===== src/design/azs_pkg.sv =====
// Shared types and constants for the absolute z-score block.
// Used by azs_ctrl, azs_dp and absolute_z_score_block; depends on nothing.
package azs_pkg;

    localparam int DEPTH       = 32;
    localparam int SAMPLE_BITS = 16;
    localparam int ADDR_W      = $clog2(DEPTH);
    localparam int CNT_W       = $clog2(DEPTH + 1);
    localparam int POS_W       = 6;
    localparam int SCORE_W     = 16;
    localparam int FRAC_W      = 8;
    // Sum, deviation and square widths follow from sample width and count.
    localparam int SUM_W       = SAMPLE_BITS + CNT_W;
    localparam int E_W         = SAMPLE_BITS + CNT_W + 1;
    localparam int A_W         = E_W - 1;
    localparam int SQ_W        = 2 * A_W;
    localparam int Q_W         = SQ_W + CNT_W;
    localparam int NUM_W       = SQ_W + CNT_W;
    // Quotient of n*a*a/Q scaled by 2^(2*FRAC_W) stays below DEPTH * 2^(2*FRAC_W).
    localparam int QUO_W       = CNT_W + 2 * FRAC_W;
    localparam int R_W         = (QUO_W + 1) / 2;
    localparam int STEP_W      = $clog2(QUO_W + 1);

    typedef struct packed {
        logic signed [SAMPLE_BITS-1:0] sample;
        logic                          final_sample;
    } req_t;

    typedef struct packed {
        logic [SCORE_W-1:0] score;
        logic [POS_W-1:0]   position;
        logic               dropped;
        logic               end_of_run;
    } rsp_t;

    typedef struct packed {
        logic load;
        logic blk_clr;
        logic q_clr;
        logic idx_clr;
        logic idx_inc;
        logic calc_e;
        logic calc_sq;
        logic acc_q;
        logic calc_num;
        logic div_ld;
        logic div_step;
        logic sqrt_ld;
        logic sqrt_step;
        logic emit;
    } cmd_t;

    typedef struct packed {
        logic idx_last;
        logic q_zero;
        logic out_free;
    } stat_t;

endpackage


===== src/design/azs_ctrl.sv =====
// Sequencer for the absolute z-score block: walks load, variance and score phases.
// Depends on azs_pkg; drives azs_dp through cmd_t and reads stat_t.
module azs_ctrl (
    input  logic           clk,
    input  logic           rst_n,
    input  logic           req_valid,
    input  logic           final_sample,
    output logic           req_stall,
    input  azs_pkg::stat_t stat,
    output azs_pkg::cmd_t  cmd
);

    typedef enum logic [13:0] {
        S_LOAD   = 14'b00000000000001,
        S_Q_RD   = 14'b00000000000010,
        S_Q_E    = 14'b00000000000100,
        S_Q_SQ   = 14'b00000000001000,
        S_Q_ACC  = 14'b00000000010000,
        S_S_RD   = 14'b00000000100000,
        S_S_E    = 14'b00000001000000,
        S_S_SQ   = 14'b00000010000000,
        S_S_NUM  = 14'b00000100000000,
        S_DIV_LD = 14'b00001000000000,
        S_DIV    = 14'b00010000000000,
        S_SQ_LD  = 14'b00100000000000,
        S_SQRT   = 14'b01000000000000,
        S_EMIT   = 14'b10000000000000
    } state_t;

    state_t                      state_reg, state_next;
    logic [azs_pkg::STEP_W-1:0]  step_reg, step_next;
    logic                        take;

    assign req_stall = (state_reg != S_LOAD);
    assign take      = req_valid && (state_reg == S_LOAD);

    always_comb
    begin
        state_next = state_reg;
        step_next  = step_reg;
        cmd        = '0;
        unique case (state_reg)
            S_LOAD:
            begin
                if (take)
                begin
                    cmd.load = 1'b1;
                    if (final_sample)
                    begin
                        cmd.q_clr   = 1'b1;
                        cmd.idx_clr = 1'b1;
                        state_next  = S_Q_RD;
                    end
                end
            end
            S_Q_RD:  state_next = S_Q_E;
            S_Q_E:
            begin
                cmd.calc_e = 1'b1;
                state_next = S_Q_SQ;
            end
            S_Q_SQ:
            begin
                cmd.calc_sq = 1'b1;
                state_next  = S_Q_ACC;
            end
            S_Q_ACC:
            begin
                cmd.acc_q = 1'b1;
                if (stat.idx_last)
                begin
                    cmd.idx_clr = 1'b1;
                end
                else
                begin
                    cmd.idx_inc = 1'b1;
                end
                state_next = stat.idx_last ? S_S_RD : S_Q_RD;
            end
            S_S_RD:  state_next = S_S_E;
            S_S_E:
            begin
                cmd.calc_e = 1'b1;
                // A flat block scores zero everywhere, so the divide is skipped.
                state_next = stat.q_zero ? S_EMIT : S_S_SQ;
            end
            S_S_SQ:
            begin
                cmd.calc_sq = 1'b1;
                state_next  = S_S_NUM;
            end
            S_S_NUM:
            begin
                cmd.calc_num = 1'b1;
                state_next   = S_DIV_LD;
            end
            S_DIV_LD:
            begin
                cmd.div_ld = 1'b1;
                step_next  = azs_pkg::STEP_W'(azs_pkg::QUO_W - 1);
                state_next = S_DIV;
            end
            S_DIV:
            begin
                cmd.div_step = 1'b1;
                step_next    = step_reg - 1'b1;
                if (step_reg == '0)
                begin
                    state_next = S_SQ_LD;
                end
            end
            S_SQ_LD:
            begin
                cmd.sqrt_ld = 1'b1;
                step_next   = azs_pkg::STEP_W'(azs_pkg::R_W - 1);
                state_next  = S_SQRT;
            end
            S_SQRT:
            begin
                cmd.sqrt_step = 1'b1;
                step_next     = step_reg - 1'b1;
                if (step_reg == '0)
                begin
                    state_next = S_EMIT;
                end
            end
            S_EMIT:
            begin
                if (stat.out_free)
                begin
                    cmd.emit = 1'b1;
                    if (stat.idx_last)
                    begin
                        cmd.blk_clr = 1'b1;
                        state_next  = S_LOAD;
                    end
                    else
                    begin
                        cmd.idx_inc = 1'b1;
                        state_next  = S_S_RD;
                    end
                end
            end
            default: state_next = S_LOAD;
        endcase
    end

    always_ff @(posedge clk or negedge rst_n)
    begin
        if (!rst_n)
        begin
            state_reg <= S_LOAD;
            step_reg  <= '0;
        end
        else
        begin
            state_reg <= state_next;
            step_reg  <= step_next;
        end
    end

endmodule


===== src/design/azs_dp.sv =====
// Datapath of the absolute z-score block: sample memory, sums, divider, root, output word.
// Depends on azs_pkg; controlled by azs_ctrl through cmd_t.
module azs_dp (
    input  logic           clk,
    input  logic           rst_n,
    input  azs_pkg::req_t  req,
    input  azs_pkg::cmd_t  cmd,
    output azs_pkg::stat_t stat,
    output logic           rsp_valid,
    input  logic           rsp_stall,
    output azs_pkg::rsp_t  rsp
);

    logic signed [azs_pkg::SAMPLE_BITS-1:0] mem [azs_pkg::DEPTH];
    logic signed [azs_pkg::SAMPLE_BITS-1:0] rdata_reg;

    logic [azs_pkg::CNT_W-1:0]         count_reg;
    logic signed [azs_pkg::SUM_W-1:0]  sum_reg;
    logic                              ovf_reg;
    logic [azs_pkg::ADDR_W-1:0]        idx_reg;

    logic signed [azs_pkg::E_W-1:0]    e_reg, e_next;
    logic [azs_pkg::A_W-1:0]           a_mag;
    logic [azs_pkg::SQ_W-1:0]          sq_reg;
    logic [azs_pkg::Q_W-1:0]           q_reg;
    logic [azs_pkg::NUM_W-1:0]         num_reg;

    logic [azs_pkg::Q_W-1:0]           rem_reg;
    logic [azs_pkg::CNT_W-1:0]         dsh_reg;
    logic [azs_pkg::QUO_W-1:0]         quo_reg;
    logic [azs_pkg::Q_W:0]             trial;

    logic [azs_pkg::QUO_W-1:0]         v_reg, root_reg, bit_reg, rb;

    logic                              full;
    logic [azs_pkg::SCORE_W-1:0]       score_val;
    logic                              out_take;

    assign full     = (count_reg == azs_pkg::CNT_W'(azs_pkg::DEPTH));
    assign out_take = rsp_valid && !rsp_stall;

    assign stat.idx_last = ({1'b0, idx_reg} == azs_pkg::CNT_W'(count_reg - 1'b1));
    assign stat.q_zero   = (q_reg == '0);
    assign stat.out_free = !rsp_valid || !rsp_stall;

    // e = n*x - S in exact signed arithmetic.
    assign e_next = $signed({1'b0, count_reg}) * rdata_reg - sum_reg;
    assign a_mag  = e_reg[azs_pkg::E_W-1] ? azs_pkg::A_W'(-e_reg) : azs_pkg::A_W'(e_reg);

    // Remainder shifted left with the next dividend bit appended.
    assign trial = {rem_reg, dsh_reg[azs_pkg::CNT_W-1]};
    assign rb    = root_reg + bit_reg;

    assign score_val = stat.q_zero ? '0 : azs_pkg::SCORE_W'(root_reg);

    always_ff @(posedge clk)
    begin
        if (cmd.load && !full)
        begin
            mem[count_reg[azs_pkg::ADDR_W-1:0]] <= req.sample;
        end
        rdata_reg <= mem[idx_reg];
    end

    always_ff @(posedge clk)
    begin
        if (cmd.calc_e)
        begin
            e_reg <= e_next;
        end
        if (cmd.calc_sq)
        begin
            sq_reg <= a_mag * a_mag;
        end
        if (cmd.calc_num)
        begin
            num_reg <= count_reg * sq_reg;
        end
        if (cmd.div_ld)
        begin
            rem_reg <= azs_pkg::Q_W'(num_reg >> azs_pkg::CNT_W);
            dsh_reg <= num_reg[azs_pkg::CNT_W-1:0];
            quo_reg <= '0;
        end
        else if (cmd.div_step)
        begin
            dsh_reg <= {dsh_reg[azs_pkg::CNT_W-2:0], 1'b0};
            if (trial >= {1'b0, q_reg})
            begin
                rem_reg <= azs_pkg::Q_W'(trial - {1'b0, q_reg});
                quo_reg <= {quo_reg[azs_pkg::QUO_W-2:0], 1'b1};
            end
            else
            begin
                rem_reg <= azs_pkg::Q_W'(trial);
                quo_reg <= {quo_reg[azs_pkg::QUO_W-2:0], 1'b0};
            end
        end
        if (cmd.sqrt_ld)
        begin
            v_reg    <= quo_reg;
            root_reg <= '0;
            bit_reg  <= azs_pkg::QUO_W'(1) << (2 * (azs_pkg::R_W - 1));
        end
        else if (cmd.sqrt_step)
        begin
            bit_reg <= bit_reg >> 2;
            if (v_reg >= rb)
            begin
                v_reg    <= v_reg - rb;
                root_reg <= (root_reg >> 1) + bit_reg;
            end
            else
            begin
                root_reg <= root_reg >> 1;
            end
        end
    end

    always_ff @(posedge clk)
    begin
        if (cmd.emit)
        begin
            rsp.score      <= score_val;
            rsp.position   <= azs_pkg::POS_W'(idx_reg);
            rsp.dropped    <= stat.idx_last && ovf_reg;
            rsp.end_of_run <= stat.idx_last;
        end
    end

    always_ff @(posedge clk or negedge rst_n)
    begin
        if (!rst_n)
        begin
            count_reg <= '0;
            sum_reg   <= '0;
            ovf_reg   <= 1'b0;
            idx_reg   <= '0;
            q_reg     <= '0;
            rsp_valid <= 1'b0;
        end
        else
        begin
            if (cmd.blk_clr)
            begin
                count_reg <= '0;
                sum_reg   <= '0;
                ovf_reg   <= 1'b0;
            end
            else if (cmd.load)
            begin
                if (full)
                begin
                    ovf_reg <= 1'b1;
                end
                else
                begin
                    count_reg <= count_reg + 1'b1;
                    sum_reg   <= sum_reg + azs_pkg::SUM_W'(req.sample);
                end
            end
            if (cmd.idx_clr)
            begin
                idx_reg <= '0;
            end
            else if (cmd.idx_inc)
            begin
                idx_reg <= idx_reg + 1'b1;
            end
            if (cmd.q_clr)
            begin
                q_reg <= '0;
            end
            else if (cmd.acc_q)
            begin
                q_reg <= q_reg + azs_pkg::Q_W'(sq_reg);
            end
            if (cmd.emit)
            begin
                rsp_valid <= 1'b1;
            end
            else if (out_take)
            begin
                rsp_valid <= 1'b0;
            end
        end
    end

endmodule


===== src/design/absolute_z_score_block.sv =====
// Absolute z-score block: top level joining azs_ctrl and azs_dp (uses azs_pkg).
// Operation: samples load one per cycle while no block is being scored; after the final
// word, each sample is read, its deviation formed, squared and added to the squared
// deviation sum; then each score passes memory read, multiplies, the restoring divider and
// square root unit; with zero deviation it skips to output; output stalls hold the sequence.
// Throughput: one block at a time; no new sample is taken until the last score is latched.
// Reset: rst_n asynchronously empties the block and clears the output valid.
module absolute_z_score_block (
    input  logic          clk,
    input  logic          rst_n,
    input  logic          req_valid,
    output logic          req_stall,
    input  azs_pkg::req_t req,
    output logic          rsp_valid,
    input  logic          rsp_stall,
    output azs_pkg::rsp_t rsp
);

    azs_pkg::cmd_t  cmd;
    azs_pkg::stat_t stat;

    azs_ctrl u_ctrl (
        .clk          (clk),
        .rst_n        (rst_n),
        .req_valid    (req_valid),
        .final_sample (req.final_sample),
        .req_stall    (req_stall),
        .stat         (stat),
        .cmd          (cmd)
    );

    azs_dp u_dp (
        .clk       (clk),
        .rst_n     (rst_n),
        .req       (req),
        .cmd       (cmd),
        .stat      (stat),
        .rsp_valid (rsp_valid),
        .rsp_stall (rsp_stall),
        .rsp       (rsp)
    );

endmodule

===== config.mk =====
export PLATFORM = sky130hd
export DESIGN_NAME = absolute_z_score_block
export DESIGN_NICKNAME = d
export VERILOG_FILES = /design/src/design/azs_pkg.sv /design/src/design/azs_ctrl.sv /design/src/design/azs_dp.sv /design/src/design/absolute_z_score_block.sv
export SDC_FILE = /design/constraint.sdc
export NUM_CORES = 2
export LEC_CHECK = 0
export ABC_CLOCK_PERIOD_IN_PS = 13400
export BUFFER_PORTS_ARGS = -buffer_cell sky130_fd_sc_hd__buf_4
export CAP_MARGIN = 20
export CORE_MARGIN = 10
export CORE_UTILIZATION = 43
export CTS_CLUSTER_DIAMETER = 40
export DETAILED_ROUTE_END_ITERATION = 10
export HOLD_SLACK_MARGIN = 0.1
export PLACE_DENSITY = 0.57
export SYNTH_ARGS = -nofsm -noshare
export SYNTH_HDL_FRONTEND = slang
export SYNTH_HIERARCHICAL = 1
export SYNTH_SLANG_ARGS = --single-unit

===== constraint.sdc =====
create_clock -name clk -period 13.4 [get_ports clk]
set_clock_uncertainty 0.05 [all_clocks]
set_input_delay 0.67 -clock clk [delete_from_list [all_inputs] [get_ports clk]]
set_output_delay 0.67 -clock clk [all_outputs]
set_load 0.005 [all_outputs]

Yosys cells after proc, flatten, opt, wreduce, memory -nomap -nowiden
Memories as Yosys holds them, arrays and structs flattened. A register that Yosys moved wholly into a read port is not among the register bits.
Cells that the tools add are included.
{ "word_totals": {"out_inout_bits": 26, "in_bits": 21, "ramBits": 512, "regBits": 377, "wordCells": 149, "mem_count": 1} }
{ "op_classes": {"n_mux": 60, "order_cmp": 2, "n_addsub": 12, "multipliers": 3, "reduce_logical": 26, "eq_ne": 23} }
{ "mem_list": {"columns": ["name", "depth", "width", "read_ports", "rd_ports_with_merged_regs", "wr", "line_no", "rtl"], "rows": [
  ["u_dp.mem", 32, 16, 1, 1, 1, "azs_dp.sv:14", "logic signed [azs_pkg::SAMPLE_BITS-1:0] mem [azs_pkg::DEPTH];"]
]} }
{ "op_table": {"columns": ["op", "count"], "rows": [
  ["$pmux W14 S14", 1],
  ["$mux W22", 8],
  ["$mux W50", 3],
  ["$mux W44", 2],
  ["$mux W14", 6],
  ["$ge A51 B50 Y1", 1],
  ["$add A50 B44 Y50", 1],
  ["$logic_not A50 Y1", 1],
  ["$mul A6 B44 Y50", 1],
  ["$sub A50 B50 Y50", 1],
  ["$mul A22 B22 Y44", 1],
  ["$mux W6", 7],
  ["$mux W1", 26],
  ["$mul A7 B16 Y23", 1],
  ["$sub A23 B22 Y23", 1],
  ["$add A21 B21 Y22", 1],
  ["$add A22 B16 Y22", 1],
  ["$add A22 B21 Y22", 1],
  ["$ge A22 B22 Y1", 1],
  ["$neg A22 Y22", 1],
  ["$sub A22 B22 Y22", 1],
  ["$reduce_bool A2 Y1", 8],
  ["$pmux W5 S3", 1],
  ["$eq A14 B1 Y1 const B", 1],
  ["other kinds (33)", 49]
]} }

Logic depth before layout (Yosys ltp)
{ "depth": {"ltp_word": 7, "depth_mapped": 36, "mapped_depth_nobuf": 33} }

By module
The synthesis kept the hierarchy.
{ "by_module_without_submodules": {"columns": ["mod", "cells_per_inst", "n_inst", "seq_area_each_um2", "area_each_um2"], "rows": [
  ["azs_dp", 6068, 1, 25379.3, 67963.9],
  ["azs_ctrl", 150, 1, 476.7, 1362.6]
]} }

Worst setup path after synthesis
Ideal clock, no wire load.
{ "synth_path": {"path_type": "register to register", "from": "reg u_dp/e_reg[0] (netlist bit)", "to": "reg u_dp/sq_reg[43] (netlist bit), data pin", "path_stages_with_launch": 31, "setup_ns": 0.262, "slack_ns": 4.575, "arrival_time_ns": 8.513, "n_path_buf": 3, "synth_period_minus_slack_ns": 8.825, "required_time_ns": 13.088, "cell_sequence": "edfxtp_1 -> clkbuf_1 -> inv_1 -> clkbuf_1 -> ha_1 -> or3b_1 -> or2_1 -> o41ai_2 -> xnor2_1 -> clkbuf_1 -> nand2_1 -> fa_1 -> inv_1 -> fa_1 -> inv_1 -> fa_1 -> inv_1 -> fa_1 -> fa_1 -> fa_1 -> fa_1 -> ha_1 -> a2111o_1 -> o221ai_1 -> a21oi_1 -> nor4_1 -> o211ai_1 -> a41oi_2 -> o21ai_2 -> a221oi_2 -> xnor2_1"} }
{ "synth_via": {"elab_chain_cells": 3} }
{ "synth_lines": {"columns": ["element", "line_no", "rtl"], "rows": [
  ["from (decl)", "azs_dp.sv:22", "logic signed [azs_pkg::E_W-1:0] e_reg, e_next;"],
  ["from (signal assigned)", "azs_dp.sv:69", "e_reg <= e_next;"],
  ["$neg A22 Y22", "azs_dp.sv:48", "assign a_mag = e_reg[azs_pkg::E_W-1] ? azs_pkg::A_W'(-e_reg) : azs_pkg::A_W'(e_reg);"],
  ["$mux W22 *", "azs_dp.sv:48", null],
  ["$mul A22 B22 Y44 *", "azs_dp.sv:73", "sq_reg <= a_mag * a_mag;"],
  ["to (signal assigned)", "azs_dp.sv:73", null],
  ["to (decl)", "azs_dp.sv:24", "logic [azs_pkg::SQ_W-1:0] sq_reg;"]
]} }
Mark *: on every way between the ends. The rest lies on a longest branch, timed or not.
A chain may end at the register's enable or synchronous reset.

Worst setup path after layout
Ends and elaborated chain as after synthesis.

==> impl_results.md <==
* Routed wire per std cell at around 21 um
* Vias per inst at 5.52
* Setup TNS at 0 ns
* CP Capture Type: flop
* CP max FO at 16
* Buffers and inverters on the worst path at 5
* Max Buffers Root-to-Sink at 3
* Clock transition at path regs at 0.06 ns
* Pin count of the biggest net entering global routing at 76
* Most frequent cells in the layout: 814 x inv_1, 723 x edfxtp_1, 642 x nand2_1
* Slew Limit Headroom at 0.225
* Antenna violations before repair at 4
* Area after DPL at between 70000 and 80000 um^2
* Syn Inst Count at between 6k and 7k
* Synth warn at 6
* Footprint of the multi-input gates at 39500 um^2
* Max reg flops at around 510
* Hold path depth at 1
* Design area at between 70000 and 80000 um^2
* HP Class: primary input to flop
* Layout area overhead at 11.4%
* Reg area at about 26000 um^2
* Syn avg cell area at 11.1 um^2
* I/O Pins at 47
* Via count at approximately 47k
* Main synth FF type: edfxtp_1
* CP Data Arrival Time at 10.27 ns
* Largest stage delay on the critical path at 0.57 ns
* Later-pin clock latency in the skew report at around 0.8 ns
* Worst-Margin Slew at around 1.2 ns
* Hold path start: req[13]
* Crit path max-delay family: adder cells
* Yosys reg bits at ~900
* Vias in the first global route at ~49k
* Slowest-stage cell, CP: fa_1
* FF-to-FF path depth at 29
* Clk root buf: clkbuf_16
* Nets@finish at about 7.3k
* Minimum clock period at 9.83 ns
* Netlist cell types at ~120
* First-pass iteration count of the detailed router at 6
* Postcts setup bufs at 0
* Clock Sink Count at 904
* Hold violation count in the final report at 0
* Number of enable flip-flop cells after synthesis at between 700 and 800
* Num CTS Buffers at 147
* Status: complete, no violations
* Top cells by area, synth: edfxtp_1 31%, fa_1 17%, ha_1 7.8%, mux4_2 5.2%, inv_1 4.4%
* Reg2reg setup slack at approximately 3.6 ns
* Layout cells sized above 1 at 0.114
* # setup viols final at 0
* Critical path depth at 29
* Initial Util at 0.432
* Yosys top cell area share at 0.313
* GRT Total Usage at 0.204
* Commonest non-fill, non-tap cell in the layout: inv_1
* Critical path type: flop to flop
* Synthesized area at 69300 um^2
* Antenna Violating Nets Remaining at 0
* Die Ht at around 420 um
* Period utilization at 0.733
* Max-slew violations at 0
* CP required at approximately 14 ns
* Max Cap Viol at 0
* Core footprint at 160000 um^2
* FF-to-FF Start: u_dp/e_reg[0]
* First-pass GRT wire length at ~290 mm
* Cell taking the most area after synthesis: edfxtp_1
* DP HPWL at approximately 130 mm
* Most frequent CP cell: fa_1
* Max H-tree Level at 4
* CP Launch Type: flop
* Unrepaired setup endpoints after global routing: false
* TritonCTS clock tree: yes
* GP Congestion at just under 0.9
* Die X at around 420 um
* Residual DRC at 0
* Die Area at 178000 um^2
* FMAX at ~0.10 GHz
* Asr flop ratio synth at 0.115
* FF-to-FF End: u_dp/sq_reg[43]
* # port buffers at between 40 and 50
* Final WL at around 180 mm
* Filler instances at roughly 15k
* Min-Delay Endpoint: u_dp/mem[4][12]
* Total grt overflow at 0
* Initial DRC count at roughly 3.8k
* Register area share after synthesis at 0.373
* Site Rows at between 100 and 150
-- per-stage QoR --
step / hold slack [ns] / utilization / cells / setup WS, ns
final: 0.268 / 0.482 / 8544 / 3.57
after global routing: 0.239 / 0.482 / 8543 / 3.02
after CTS: 0.207 / 0.481 / 8540 / 3.62
after detailed placement: 0.434 / 0.450 / 8265 / 3.65
after global placement: 0.427 / 0.450 / 8265 / 3.88
after floorplan: 0.324 / - / 6221 / 4.58
-- layout make-up --
class / count / share of cell area
antenna: 1 / 0.0000324
timing repair buffer: 131 / 0.0131
clock buffer: 175 / 0.0503
tap: 2160 / 0.0350
multi-input combinational: 4250 / 0.511
clock inverter: 99 / 0.0152
inverter: 824 / 0.0401
sequential: 904 / 0.335
-- worst max path at each step --
stage	startpoint	end	slack, ns
2_1_floorplan	u_dp/e_reg[0]	u_dp/sq_reg[43]	4.58
3_3_place_gp	u_dp/e_reg[0]	u_dp/sq_reg[42]	3.88
3_5_place_dp	u_dp/e_reg[0]	u_dp/sq_reg[43]	3.65
4_1_cts	u_dp/e_reg[0]	u_dp/sq_reg[43]	3.62
5_1_grt	u_dp/e_reg[0]	u_dp/sq_reg[43]	3.02
6_report	u_dp/e_reg[0]	u_dp/sq_reg[43]	3.57
-- layer usage --
layer | GRT usage | share of wire
met5 | 0 | 0
met4 | 0.0512 | 0.023
met3 | 0.0272 | 0.052
met2 | 0.321 | 0.45
met1 | 0.297 | 0.47
-- cell usage after synthesis (28+ instances only) --
| master | instances |
|---|---|
| dfrtp_1 | 103 |
| inv_1 | 815 |
| o21ai_0 | 145 |
| clkbuf_1 | 171 |
| nand2b_1 | 36 |
| ha_1 | 433 |
| nor4_1 | 32 |
| a21o_1 | 117 |
| o21bai_1 | 42 |
| a31oi_1 | 41 |
| nor3_1 | 77 |
| nor2_1 | 416 |
| and3_1 | 39 |
| nand3_1 | 97 |
| fa_1 | 601 |
| xor2_1 | 93 |
| a211oi_1 | 44 |
| xnor2_1 | 185 |
| o21a_1 | 41 |
| mux2_2 | 31 |
| dfxtp_1 | 77 |
| nor2b_1 | 36 |
| edfxtp_1 | 723 |
| and2_1 | 120 |
| or3_1 | 28 |
| nand2_1 | 643 |
| mux4_2 | 160 |
| buf_1 | 36 |
| nand4_1 | 40 |
| a21oi_1 | 298 |
| mux2i_1 | 108 |
-- worst reg2reg max path: cells and delay by family, from the launching register on --
kind / cells / cell delay (ns)
xor+xnor: 2 / 0.60
buf+inv: 5 / 1.20
compound gates: 7 / 1.69
simple gates: 6 / 1.62
fa+ha+maj: 9 / 4.03
flops: 1 / 0.37
-- kinds of logic after synthesis --
logic type	count (synthesis)	synth area share
flip-flops	904	0.373
XOR/XNOR	285	0.0371
AO/OA/AOI/OAI	973	0.0949
multiplexers	299	0.0726
other	2	0.000108
buffers and inverters	1067	0.0594
adder cells (fa/ha/maj)	1035	0.252
AND/OR/NAND/NOR	1653	0.111
-- repair_timing --
action | 4_1_cts | 5_1_grt
endpoints found under the hold margin | 30 | 0
hold buffers | 1 | 0
gates resized for setup | 0 | 0
Power is not shown: default switching activity piles up to over one toggle a cycle in this logic, so the estimate is an artifact.
